## config.mk

```make
export PLATFORM = sky130hd
export DESIGN_NAME = pmpc_front
export DESIGN_NICKNAME = d
export VERILOG_FILES = /design/src/pmpc_pkg.sv /design/src/pmpc_front.sv
export SDC_FILE = /design/constraint.sdc
export NUM_CORES = 1
export LEC_CHECK = 0
export ABC_CLOCK_PERIOD_IN_PS = 8100
export BUFFER_PORTS_ARGS = -buffer_cell sky130_fd_sc_hd__buf_4
export CAP_MARGIN = 20
export CORE_MARGIN = 4
export CORE_UTILIZATION = 46
export DETAILED_ROUTE_END_ITERATION = 12
export PLACE_DENSITY = 0.9
export SLEW_MARGIN = 30
export SYNTH_ARGS = -nofsm -noshare
export SYNTH_HDL_FRONTEND = slang
export SYNTH_SLANG_ARGS = --single-unit
```

## constraint.sdc

```tcl
create_clock -name vclk -period 8.1
set_clock_uncertainty 0.15 [all_clocks]
set_input_delay 0.405 -clock vclk [all_inputs]
set_output_delay 0.405 -clock vclk [all_outputs]
set_load 0.005 [all_outputs]
```

## src/pmpc_pkg.sv

```systemverilog
// pmpc_pkg: types, constants and helper functions for the memory protection check block
// no dependencies
package pmpc_pkg;

	localparam int NumEntries = 16;
	localparam int IdxW = $clog2(NumEntries);

	localparam logic [2:0] OP_CHECK = 3'd0;
	localparam logic [2:0] OP_WCFG = 3'd1;
	localparam logic [2:0] OP_RCFG = 3'd2;
	localparam logic [2:0] OP_WADDR = 3'd3;
	localparam logic [2:0] OP_RADDR = 3'd4;

	localparam logic [1:0] MODE_OFF = 2'd0;
	localparam logic [1:0] MODE_TOR = 2'd1;
	localparam logic [1:0] MODE_NA4 = 2'd2;
	localparam logic [1:0] MODE_NAPOT = 2'd3;
	localparam logic [1:0] PRIV_MACHINE = 2'd3;
	localparam int LockBit = 7;

	// one classified operation handed from front to back
	typedef struct packed {
		logic [2:0] opcode;
		logic [3:0] csr_index;
		logic [31:0] write_data;
		logic [33:0] start;
		logic [33:0] stop;
		logic [2:0] req_perms;
		logic machine;
	} op_t;

	typedef struct packed {
		logic allowed;
		logic [31:0] read_data;
	} res_t;

	// mode field of a config byte
	function automatic logic [1:0] mode_of(input logic [7:0] cfg);
		mode_of = cfg[4:3];
	endfunction

endpackage

```

## src/pmpc_front.sv

```systemverilog
// pmpc_front: accepts words, computes the access byte range and privilege class
// depends on pmpc_pkg
module pmpc_front (
	input logic [2:0] opcode,
	input logic [3:0] csr_index,
	input logic [31:0] write_data,
	input logic [31:0] access_addr,
	input logic [3:0] access_size,
	input logic [2:0] req_perms,
	input logic [1:0] priv_mode,
	output pmpc_pkg::op_t op
);
	logic [3:0] sz;

	// zero size counts as one byte, end kept unwrapped
	always_comb begin
		sz = (access_size == 4'd0) ? 4'd1 : access_size;
		op.opcode = opcode;
		op.csr_index = csr_index;
		op.write_data = write_data;
		op.start = {2'b00, access_addr};
		op.stop = {2'b00, access_addr} + 34'(sz) - 34'd1;
		op.req_perms = req_perms;
		op.machine = priv_mode == pmpc_pkg::PRIV_MACHINE;
	end
endmodule

```

== Word level (Yosys, flattened, before mapping) ==
Index checks and enable logic that the tools add are counted.

* Flip-flop bits (word level): 0
* Output and inout bits: 111
* Word-level logic and storage cells: 5

* Add/sub/neg operators: 2
* Equal/unequal tests: 1
* Mux-type cells: 1
* Reductions and logical operators: 1

{| class="wikitable"
|+ Operator list
! cell !! count
|-
| subtractor 33 x 1 -> 34 bit, second input constant || 1
|-
| adder 32 x 4 -> 33 bit || 1
|-
| logical NOT 4 bit || 1
|-
| 2-to-1 mux 4 bit || 1
|-
| equality test 2 bit, second input constant || 1
|}

== Longest topological paths before layout ==
* Depth in word-level cells: 4
* Gate-level depth with buffers: 13
* Mapped depth without buffers: 13

== Least setup slack after synthesis ==
OpenSTA, ideal clock, no wires.

* Path type: input to output
* Start point: input access_size[3]
* End point: output op[35] (netlist bit)
* Arrival: 2.776 ns
* Required time: 7.545 ns
* Slack: 4.769 ns
* Stages: 13
* Buffers on the path: 0
* Path through: inv_1 -> a31oi_1 -> ha_1 -> inv_1 -> ha_1 -> fa_1 -> a21o_1 -> a221o_1 -> nand3_2 -> a31oi_2 -> o21ba_2 -> or4_1 -> nand3_1

{| class="wikitable"
|+ RTL lines
! item !! line !! text
|-
| start: declaration || pmpc_front.sv:8 || <nowiki>input logic [3:0] access_size,</nowiki>
|-
| end: declaration || pmpc_front.sv:11 || <nowiki>output pmpc_pkg::op_t op</nowiki>
|}

==> metrics.txt <==
cell area after synthesis 0.002529 mm²; Post-CTS Setup Inserts 0; Max VDD drop 0.04309 mV; # diodes 0; Slowest-stage cell, CP fa_1; P&R area growth vs syn 9.352%; Cell Rows 26; CP Class input pin to output port; cells after synthesis 357; CP max stage delay 400 ps; Critical Path RT 7550 ps; met3 wire len 515 µm; delay-heaviest family, CP compound AO/OA/AOI/OAI gates; Initial DRC Count 112; Hold Path Class input pin to output port; post-placement cell area 0.002765 mm²; Seq Cell Count 0; post-route ant nets 0; IO Count 191; Max-Cap Viols 0; routed vias/inst 5.433; GRT Overall Usage 0.1625; Setup Viol. Count Final 0; largest net degree at the start of global routing 10; crit path buf inv count 4; count of clock buffers in the final design 0; drc violations 0; Slew Limit Fails 0; post-cts resize count 0; DR top layer met4; Final Core Density 0.5313; Met1 Wirelength 2370 µm; Synth area leaders buf_4, ha_1, inv_1; most frequent cells in the layout buf_4, inv_1, ha_1, a21oi_1, nand2_1; CP cell instances buf_4, inv_1, a31oi_1, ha_1, inv_1, ha_1, fa_1, a21o_1, a221o_1, a211oi_2, o21ai_1, a21oi_1, o221ai_1, xor2_1, buf_4; hpwl dp 5273 µm; Critical Path Start Type input pin; Hold Fails Final Rpt 0; I/O Buffers 105; die width 82.14 µm; drt pass-1 iters 4; fmax 0.2603 GHz; antenna violations before repair 0; vias in the first global route 2293; CP arrival 3290 ps; most common cell after layout, fill and taps aside buf_4; layout cells sized above 1 0.3280; leakage power 0.001477 µW; Seq/Total Area, Yosys 0; Register Area 0 µm²; Period minus WS final 3842 ps; crit-path max FO 3; overflow left after global routing 0; metal2 WL 3072 µm; Pwr Density 91.70 mW/mm²; core area 0.005205 mm²; crit end category output port; status complete, no violations; DR vias 2434; top-area cell type share of the netlist area 0.2375; Synth warnings 0; gpl congestion 0.8463; period utilization 0.4743; average footprint of a synthesized cell 7.083 µm²; global-route wire length before repair 9328 µm; Die Y 82.14 µm; Layout Nets 497; RSZ-0062 raised after global routing no; Netlist cell types 59; final WL 6020 µm; Initial Util 0.4858; WL per Instance 13.44 µm; setup TNS 0 ps; Design Area, Final 0.002765 mm²; die area 0.006747 mm²; post-synth top area cell buf_4; CTS Hold Bufs 0
[synthesized netlist by cell type, drive strengths merged (3+ instances only)]
cell type and instances:
buf 85, inv 46, ha 36, a21oi 28
nand2 18, nor2 18, xnor2 17, nand3 15
xor2 12, a21o 11, o21ai 11, nand4 8
a211oi 4, a211o 3, a31oi 3, o211ai 3
o21bai 3, o31ai 3
[final timing paths]
check / start / to / slack (ps) / depth (start not counted)
setup / recovery: access_size[3] / op[23] / 4260 / 15
hold / removal: write_data[30] / op[102] / 660 / 0
[power breakdown]
part | switching (µW) | internal, µW
registers | 0 | 0
clock network | 0 | 0
logic | 123 | 131
[routing by layer]
layer,vias to the layer above,track usage
met1,1122,0.1835
met5,-,0
met4,0,0.02159
met3,12,0.02278
li1,1194,-
met2,106,0.3247
[per-stage QoR]
step	total power (µW)	setup WS (ps)	hold WS, ps	instances
2_1_floorplan	171.6	4769	740.8	358
3_3_place_gp	246.9	4455	660.0	448
6_report	253.6	4258	660.0	448
3_5_place_dp	253.9	4283	660.0	448
5_1_grt	278.9	4091	660.0	448
4_1_cts	254.9	4272	660.0	448
[cells by family (layout without fill, tap and decap cells)]
kind of cell	count (synthesis)	in the layout	share of synthesized area
xor gates and xnor gates	29	29	0.1004
and+or+nand+nor	75	75	0.1559
adders and majority gates	37	37	0.1860
AOI/OAI and AO/OA	84	84	0.2335
other	1	2	0.001483
buffers and inverters	131	151	0.3226
[area by class of cell]
class,instances,area (µm²)
Timing Repair Buffer,105,788.3
Multi-Input combinational cell,227,1717
Tap cell,70,87.58
Fill cell,521,2440
Inverter,46,172.7
Note: power is estimated with default switching activity, not from simulation.
