[src/pmpc_pkg.sv]
// pmpc_pkg: types, constants and helper functions for the memory protection check block
// no dependencies
package pmpc_pkg;

	localparam int NumEntries = 16;
	localparam int IdxW = $clog2(NumEntries);

	localparam logic [2:0] OP_CHECK = 3'd0;
	localparam logic [2:0] OP_WCFG = 3'd1;
	localparam logic [2:0] OP_RCFG = 3'd2;
	localparam logic [2:0] OP_WADDR = 3'd3;
	localparam logic [2:0] OP_RADDR = 3'd4;

	localparam logic [1:0] MODE_OFF = 2'd0;
	localparam logic [1:0] MODE_TOR = 2'd1;
	localparam logic [1:0] MODE_NA4 = 2'd2;
	localparam logic [1:0] MODE_NAPOT = 2'd3;
	localparam logic [1:0] PRIV_MACHINE = 2'd3;
	localparam int LockBit = 7;

	// one classified operation handed from front to back
	typedef struct packed {
		logic [2:0] opcode;
		logic [3:0] csr_index;
		logic [31:0] write_data;
		logic [33:0] start;
		logic [33:0] stop;
		logic [2:0] req_perms;
		logic machine;
	} op_t;

	typedef struct packed {
		logic allowed;
		logic [31:0] read_data;
	} res_t;

	// mode field of a config byte
	function automatic logic [1:0] mode_of(input logic [7:0] cfg);
		mode_of = cfg[4:3];
	endfunction

endpackage

[src/pmpc_fifo.sv]
// pmpc_fifo: two-entry queue of classified operations between front and back
// depends on pmpc_pkg
module pmpc_fifo (
	input logic clk,
	input logic arst_n,
	input logic push,
	input pmpc_pkg::op_t din,
	output logic full,
	input logic pop,
	output logic empty,
	output pmpc_pkg::op_t dout
);
	pmpc_pkg::op_t mem_q [2];
	logic wp_q, rp_q;
	logic [1:0] cnt_q;

	assign full = cnt_q == 2'd2;
	assign empty = cnt_q == 2'd0;
	assign dout = mem_q[rp_q];

	// storage
	always_ff @(posedge clk) begin
		if (push && !full) mem_q[wp_q] <= din;
	end

	// pointers and count
	always_ff @(posedge clk or negedge arst_n) begin
		if (!arst_n) begin
			wp_q <= 1'b0;
			rp_q <= 1'b0;
			cnt_q <= 2'd0;
		end else begin
			if (push && !full) wp_q <= ~wp_q;
			if (pop && !empty) rp_q <= ~rp_q;
			cnt_q <= cnt_q + 2'(push && !full) - 2'(pop && !empty);
		end
	end
endmodule

[config.mk]
export PLATFORM = sky130hd
export DESIGN_NAME = pmpc_fifo
export DESIGN_NICKNAME = d
export VERILOG_FILES = /design/src/pmpc_pkg.sv /design/src/pmpc_fifo.sv
export SDC_FILE = /design/constraint.sdc
export NUM_CORES = 1
export LEC_CHECK = 0
export BUFFER_PORTS_ARGS = -buffer_cell sky130_fd_sc_hd__buf_2
export CORE_MARGIN = 8
export CORE_UTILIZATION = 49
export CTS_BUF_LIST = sky130_fd_sc_hd__clkbuf_4 sky130_fd_sc_hd__clkbuf_8
export CTS_CLUSTER_DIAMETER = 50
export DETAILED_ROUTE_END_ITERATION = 10
export PLACE_DENSITY = 0.81
export SLEW_MARGIN = 10
export SYNTH_ARGS = -nofsm -noshare
export SYNTH_HDL_FRONTEND = slang
export SYNTH_SLANG_ARGS = --single-unit
[constraint.sdc]
create_clock -name clk -period 5.4 [get_ports clk]
set_input_delay 1.08 -clock clk [delete_from_list [all_inputs] [get_ports clk]]
set_output_delay 1.08 -clock clk [all_outputs]
set_load 0.01 [all_outputs]
After elaboration in Yosys (flattened, before gate mapping)
Memory sizes are Yosys's and may differ from the RTL's.
Index checks and enable logic that the tools add are counted.
W data, S select, Z words.
{"block": "op_classes", "n_addsub": 2, "n_eq_ne": 1, "n_mux": 2, "n_bitwise": 2, "n_reduce_logical": 5}
{"cell": "$add A2 B1 Y2", "count": 1}
{"cell": "$eq A2 B2 Y1 const B", "count": 1}
{"cell": "$logic_and A1 B1 Y1", "count": 2}
{"cell": "$logic_not A1 Y1", "count": 2}
{"cell": "$logic_not A2 Y1", "count": 1}
{"cell": "$mux W1", "count": 2}
{"cell": "$not A1 Y1", "count": 2}
{"cell": "$sub A2 B1 Y2", "count": 1}
{"block": "word_totals", "reg_bits": 4, "ramBits": 222, "in_bits": 115, "out_inout_bits": 113, "word_cells": 16, "n_memories": 1}
{"memory": "mem_q", "depth": 2, "word_bits": 111, "rd": 1, "rd_ports_with_merged_regs": 0, "write_ports": 1, "line": "pmpc_fifo.sv:13", "text": "pmpc_pkg::op_t mem_q [2];"}

Depth between registers and ports, before layout
Gate-level depths: netlist (run 1).
{"block": "depth", "ltp_word": 5, "depth_mapped": 7, "mapped_depth_nobuf": 7}

Worst setup path before layout (run 1)
OpenSTA, ideal clock, no wires.
{"block": "synth_timing", "path_type": "input to register", "start": "input port push", "end": "memory mem_q[0][0] in the netlist's numbering, enable pin", "setup_ns": 0.582, "arrival_ns": 5.790, "required_ns": 4.818, "path_slack_ns": -0.972, "stages": 2, "n_path_buf": 0, "cell_sequence": "nand2_1 > nor2_1"}
{"block": "synth_via", "elab_chain_len": 3}
{"item": "start, declared", "line": "pmpc_fifo.sv:6", "text": "input logic push,"}
{"item": "$logic_and A1 B1 Y1", "line": "pmpc_fifo.sv:23", "text": "if (push && !full) mem_q[wp_q] <= din;"}
{"item": "$mux W1", "line": "pmpc_fifo.sv:23"}
{"item": "$mux W1 (implied by the code)", "line": "pmpc_fifo.sv:23"}
{"item": "end, declared", "line": "pmpc_fifo.sv:13"}
No other way between the ends.

==> flow_metrics.py, run 1 <==
metrics = {
    "synth": {
        "yosys.area.top_type_share": 0.810,
        "synth_seq_area_share": 0.823,
        "yosys-top-cells-area": "edfxtp_1, mux2_2, dfrtp_1, buf_6, xnor2_1",
        "yosys.area.top_type": "edfxtp_1",
        "synth-seq-cells": 226,
        "syn_area_sq_um": 8230,
        "ys_types": 15,
        "synth_warnings": 0,
        "synth_cells": 363,
        "avgSynthCellArea_sq_um": 22.7,
        "synthesis.nets": 480,
    },
    "drt": {
        "antenna_left": 0,
        "drc": 0,
        "viasPerCell": 4.88,
        "wl_um": 16100,
        "drt-wirelength-per-cell_um": 18.6,
        "first_iter_violations": 217,
        "num_vias": 4203,
        "drt_first_pass_iters": 4,
    },
    "timing": {
        "max_slew_margin": 0.347,
        "fin_tns_setup_ns": 0,
        "fmax_ghz": 0.295,
        "finalCritPeriodShare": 0.629,
        "finClkSkew_ns": 0.0188,
        "setup-violations-final": 0,
        "worstMarginPinSlew_ns": 0.980,
        "maxSlewViolCount": 0,
        "min_period_ns": 3.40,
        "hold_violations": 0,
        "rsz0062_at_grt": "false",
    },
    "floorplan": {
        "die_y_um": 146,
        "die-area_sq_um": 21200,
        "core_region_area_sq_um": 16500,
        "start_util": 0.498,
        "die_w_um": 146,
        "fp-row-count": 47,
        "ios": 228,
    },
    "cts": {
        "cts-root-buf": "clkbuf_8",
        "htree_levels": 2,
        "cts_tree": "built",
        "cts_resized": 0,
        "insertion_delay_ns": 0.49,
        "clockBufferDepth": 3,
        "cts_buffers": 36,
        "hold_buffers": 0,
        "cts_sinks": 226,
        "post-cts-setup-buffers": 0,
        "cts.reportedPaths.clkPinSlew_ns": 0.06,
    },
    "global_routing": {
        "antenna_found_initial": 3,
        "grt_max_degree": 88,
        "grt_pass1_wl_um": 25300,
        "grt_util_all_layers": 0.150,
        "grt_pass1_vias": 4846,
        "grt-ovfl-total": 0,
    },
    "pwr": {
        "power_density_nw_per_um2": 531,
        "vdd_drop_max_mv": 0.494,
        "leakagePower_nw": 3.87,
    },
    "critical_path": {
        "reg2regPathDepth": 3,
        "cp.arrival_ns": 2.32,
        "startpoint": "rp_q",
        "crit_path_top_delay_cell": "dfrtp_4",
        "worstSetupPathType": "reg -> out",
        "slowest_delay_ns": 0.64,
        "cp.required_ns": 4.32,
        "crit_fanout": 48,
        "critPathCaptureType": "output pin",
        "crit_path_start_kind": "register",
        "worstPathCellList": "buf_4 > mux2_2 > buf_2",
        "timing.rr.start": "cnt_q[1]",
    },
    "finish": {
        "diodes": 0,
        "nFillCells": 1158,
        "instances_no_fill": 862,
        "final_cell_mix": "buf_2, edfxtp_1, mux2_2, clkbuf_8, clkbuf_4",
        "syn2layout_area_growth_pct": 24.6,
        "final_nets": 737,
        "layout_commonest_cell": "buf_2",
        "final_layout_size_suffix_gt1_frac": 0.626,
    },
    "placement": {
        "hpwl_um": 10900,
        "port_buffers": 227,
        "place_congestion": 0.735,
        "placed_cells": 802,
    },
    "worst_hold_path": {
        "hold_class": "in -> async",
    },
    "outcome": {
        "status": "complete, no violations",
    },
    "job": {
        "maxCapViolCount": 0,
    },
}
Yosys cell counts (all sizes together):
master,count
nand2b,1
nor2b,1
inv,2
xnor2,3
mux2,111
edfxtp,222
and3,1
nand2,1
buf,12
xor2,1
ha,2
nor2,2
dfrtp,4
per-stage QoR:
| step | instance area (sq um) | power, mW | util | setup WS (ns) | hold slack, ns |
|---|---|---|---|---|---|
| final | 10300 | 5.45 | 0.620 | 2.00 | 0.378 |
| after global routing | 10300 | 5.72 | 0.620 | 1.86 | 0.349 |
| after CTS | 10300 | 5.53 | 0.620 | 1.95 | 0.342 |
| after detailed placement | 9580 | 4.17 | 0.580 | 2.33 | 0.502 |
| after global placement | 9580 | 4.12 | 0.580 | 2.41 | 0.483 |
| after floorplan | 8230 | 3.61 | - | 0.898 | 0.468 |
worst max-delay path: cells and delay by family, from the launching register on:
family                 cells  cell delay (ns)
buffers and inverters      2             0.71
flip-flops                 1             0.64
multiplexers               1             0.42
cells by family after synthesis:
kind of cell	share of synthesized area
XOR/XNOR	0.00426
adder cells (fa/ha/maj)	0.00304
buffers and inverters	0.0146
flip-flops	0.823
multiplexers	0.152
AND/OR/NAND/NOR	0.00365
registers in the layout, indices dropped and copies added (netlist names):
register  cells
wp_q          1
mem_q       222
rp_q          1
cnt_q         2
final timing paths:
kind | to | slack, ns
min in group clk | cnt_q[1] | 0.51
worst max-delay path | dout[35] | 2.00
worst min register to register | cnt_q[1] | 0.51
worst min-delay path | rp_q | 0.38
max in group asynchronous | rp_q | 4.89
worst max register to register | mem_q[1][35] | 3.00
per-layer routing:
layer  vias up  track usage  wire length (um)
li1       1963            -                 -
met1      2042        0.161              6280
met2       164        0.258              8060
met3        28       0.0665              1400
met4         6       0.0521               281
met5         -            0                35
area by class of cell:
class / instances / area [sq um] / share of cell area
sequential: 226 / 6770 / 0.660
tap: 220 / 275 / 0.0268
timing repair buffer: 231 / 1180 / 0.115
multi-input combinational: 123 / 1350 / 0.132
clock inverter: 5 / 23.8 / 0.00232
inverter: 2 / 7.51 / 0.000732
clock buffer: 55 / 644 / 0.0629
where the power goes:
part,internal [mW],leakage (nW),switching [mW]
sequential,2.40,2.11,0.123
combinational,0.716,1.41,0.859
clock,0.755,0.358,0.588
total,3.87,3.87,1.57
(Power assumes the default switching activity.)
==> run 2, diff against run 1 <==
- CORE_UTILIZATION: 49 -> 54
- PLACE_DENSITY: 0.81 -> 0.84
- clock period: 5.4 -> 3.54 ns (I/O delays scaled with it)
==> run 2 against run 1 <==
- cell area is 0.22% higher
- worst hold slack hardly changed
- core utilization is 6.3 points higher
- wire length is 5.6% higher
- worst setup slack worse by 1.4 ns
- clock skew is 0.0037 ns lower
- count of clock-buffer cells in the layout is 2 higher
==> flow_metrics.py, run 2 (synthesis gave the netlist of run 1 again) <==
metrics = {
    "outcome": {
        "status": "complete, no violations",
    },
    "drt": {
        "drt-wirelength-per-cell_um": 20.3,
        "viasPerCell": 5.16,
        "drt_first_pass_iters": 5,
        "first_iter_violations": 159,
        "num_vias": 4307,
        "wl_um": 17000,
        "antenna_left": 0,
        "drc": 0,
    },
    "timing": {
        "rsz0062_at_grt": "false",
        "min_period_ns": 2.91,
        "setup-violations-final": 0,
        "fmax_ghz": 0.344,
        "worstMarginPinSlew_ns": 0.789,
        "max_slew_margin": 0.474,
        "fin_tns_setup_ns": 0,
        "finClkSkew_ns": 0.0151,
        "hold_violations": 0,
        "fin_ws_ns": 0.630,
        "finalCritPeriodShare": 0.822,
        "hold-worst-slack_ns": 0.378,
        "maxSlewViolCount": 0,
    },
    "global_routing": {
        "grt_util_all_layers": 0.171,
        "met3_usage": 0.0769,
        "grt_max_degree": 60,
        "grt-ovfl-total": 0,
        "grt_pass1_wl_um": 25700,
        "antenna_found_initial": 5,
        "grt_busiest_layer": "met2",
        "grt.met2_usage": 0.284,
        "met1_usage": 0.186,
        "grt_pass1_vias": 4845,
    },
    "pwr": {
        "power_density_nw_per_um2": 822,
        "clock_power_share": 0.250,
        "leakagePower_nw": 3.90,
        "p_seq_frac": 0.457,
        "p_int_mw": 5.98,
        "p_sw_frac": 0.292,
        "vdd_drop_max_mv": 0.626,
        "comb_power_share": 0.293,
        "power_mw": 8.45,
        "p_switching_mw": 2.47,
    },
    "cts": {
        "htree_levels": 2,
        "post-cts-setup-buffers": 0,
        "cts_tree": "built",
        "cts.reportedPaths.clkPinSlew_ns": 0.07,
        "cts_buffers": 37,
        "clockBufferDepth": 3,
        "cts_resized": 0,
        "insertion_delay_ns": 0.51,
        "cts-root-buf": "clkbuf_8",
        "cts_sinks": 226,
    },
    "floorplan": {
        "die_w_um": 139,
        "die-area_sq_um": 19400,
        "core_region_area_sq_um": 15000,
        "fp-row-count": 45,
        "ios": 228,
        "start_util": 0.547,
        "die_y_um": 139,
    },
    "placement": {
        "hpwl_um": 11800,
        "port_buffers": 227,
        "placed_cells": 772,
        "place_congestion": 0.764,
        "place_ws_ns": 1.14,
        "dpl_cell_area_sq_um": 9570,
    },
    "critical_path": {
        "reg2regPathDepth": 3,
        "cp.arrival_ns": 2.20,
        "worstPathCellList": "buf_4 > mux2_2 > buf_2",
        "r2r_slack_ns": 1.63,
        "r2r_end": "mem_q[1][86]",
        "crit_path_top_delay_cell": "dfrtp_4",
        "crit_path_start_kind": "register",
        "path_delay_family": "flip-flops",
        "cp.required_ns": 2.83,
        "timing.rr.start": "cnt_q[1]",
        "cp.buffers_inverters": 2,
        "critPathCaptureType": "output pin",
        "crit_fanout": 34,
        "worstSetupPathType": "reg -> out",
        "slowest_delay_ns": 0.64,
    },
    "worst_hold_path": {
        "hold_class": "in -> reg",
        "hold_start": "din[14]",
        "hold_end": "mem_q[1][14]",
        "holdPathStages": 1,
    },
    "finish": {
        "ff_latch_area_sq_um": 6770,
        "final_cell_mix": "buf_2, edfxtp_1, mux2_2, clkbuf_8, clkbuf_4",
        "final_layout_size_suffix_gt1_frac": 0.627,
        "final_nets": 741,
        "syn2layout_area_growth_pct": 24.9,
        "instances_no_fill": 835,
        "regMostFlops": "mem_q",
        "layout_commonest_cell": "buf_2",
        "multi_input_area_sq_um": 1350,
        "largest_register_ffs": 222,
        "reg_top3": "mem_q (222), cnt_q (2)",
        "nFillCells": 999,
        "final_cell_area_sq_um": 10300,
        "fin_util": 0.683,
    },
    "job": {
        "maxCapViolCount": 0,
    },
}
[run 2: worst reg2reg max path, cell delays in order (launching register included)]
cell and delay (ns):
dfrtp_1 0.41, nand2b_1 0.13, and3_4 0.55, buf_4 0.46
[run 2: cell type report]
cell class | instances | area share
clock inverters | 4 | 0.00183
multi-input cells | 123 | 0.132
repair buffers | 234 | 0.118
diodes | 1 | 0.000244
inverters | 2 | 0.000731
well taps | 188 | 0.0229
flip-flops and latches | 226 | 0.659
clock buffers | 57 | 0.0654
[run 2: worst max-delay path by stage]
stage,endpoint,cells after the start,slack (ns),start
floorplan,mem_q[0][0],2,0.64,push
global placement,dout[59],3,1.19,rp_q
detailed placement,dout[59],3,1.14,rp_q
CTS,dout[65],3,0.59,rp_q
global route,dout[59],3,0.53,rp_q
finish,dout[59],3,0.63,rp_q
[run 2: power by group through the flow]
| stage | registers (mW) | logic [mW] | clock network (mW) |
|---|---|---|---|
| 2_1_floorplan | 3.83 | 1.65 | 0 |
| 3_3_place_gp | 3.88 | 2.44 | 0 |
| 3_5_place_dp | 3.92 | 2.50 | 0 |
| 4_1_cts | 3.87 | 2.52 | 2.17 |
| 5_1_grt | 3.91 | 2.67 | 2.28 |
| 6_report | 3.86 | 2.48 | 2.11 |
[run 2: repair_timing]
item / in CTS / in global routing
hold buffers: 1 / 0
setup endpoints to repair: 0 / 0
endpoints found under the hold margin: 4 / 0
[run 2: per-layer routing]
metal  share of wire  wire [um]
met5          0.0024         40
met4           0.023        387
met3            0.10       1690
met2            0.49       8340
met1            0.38       6500
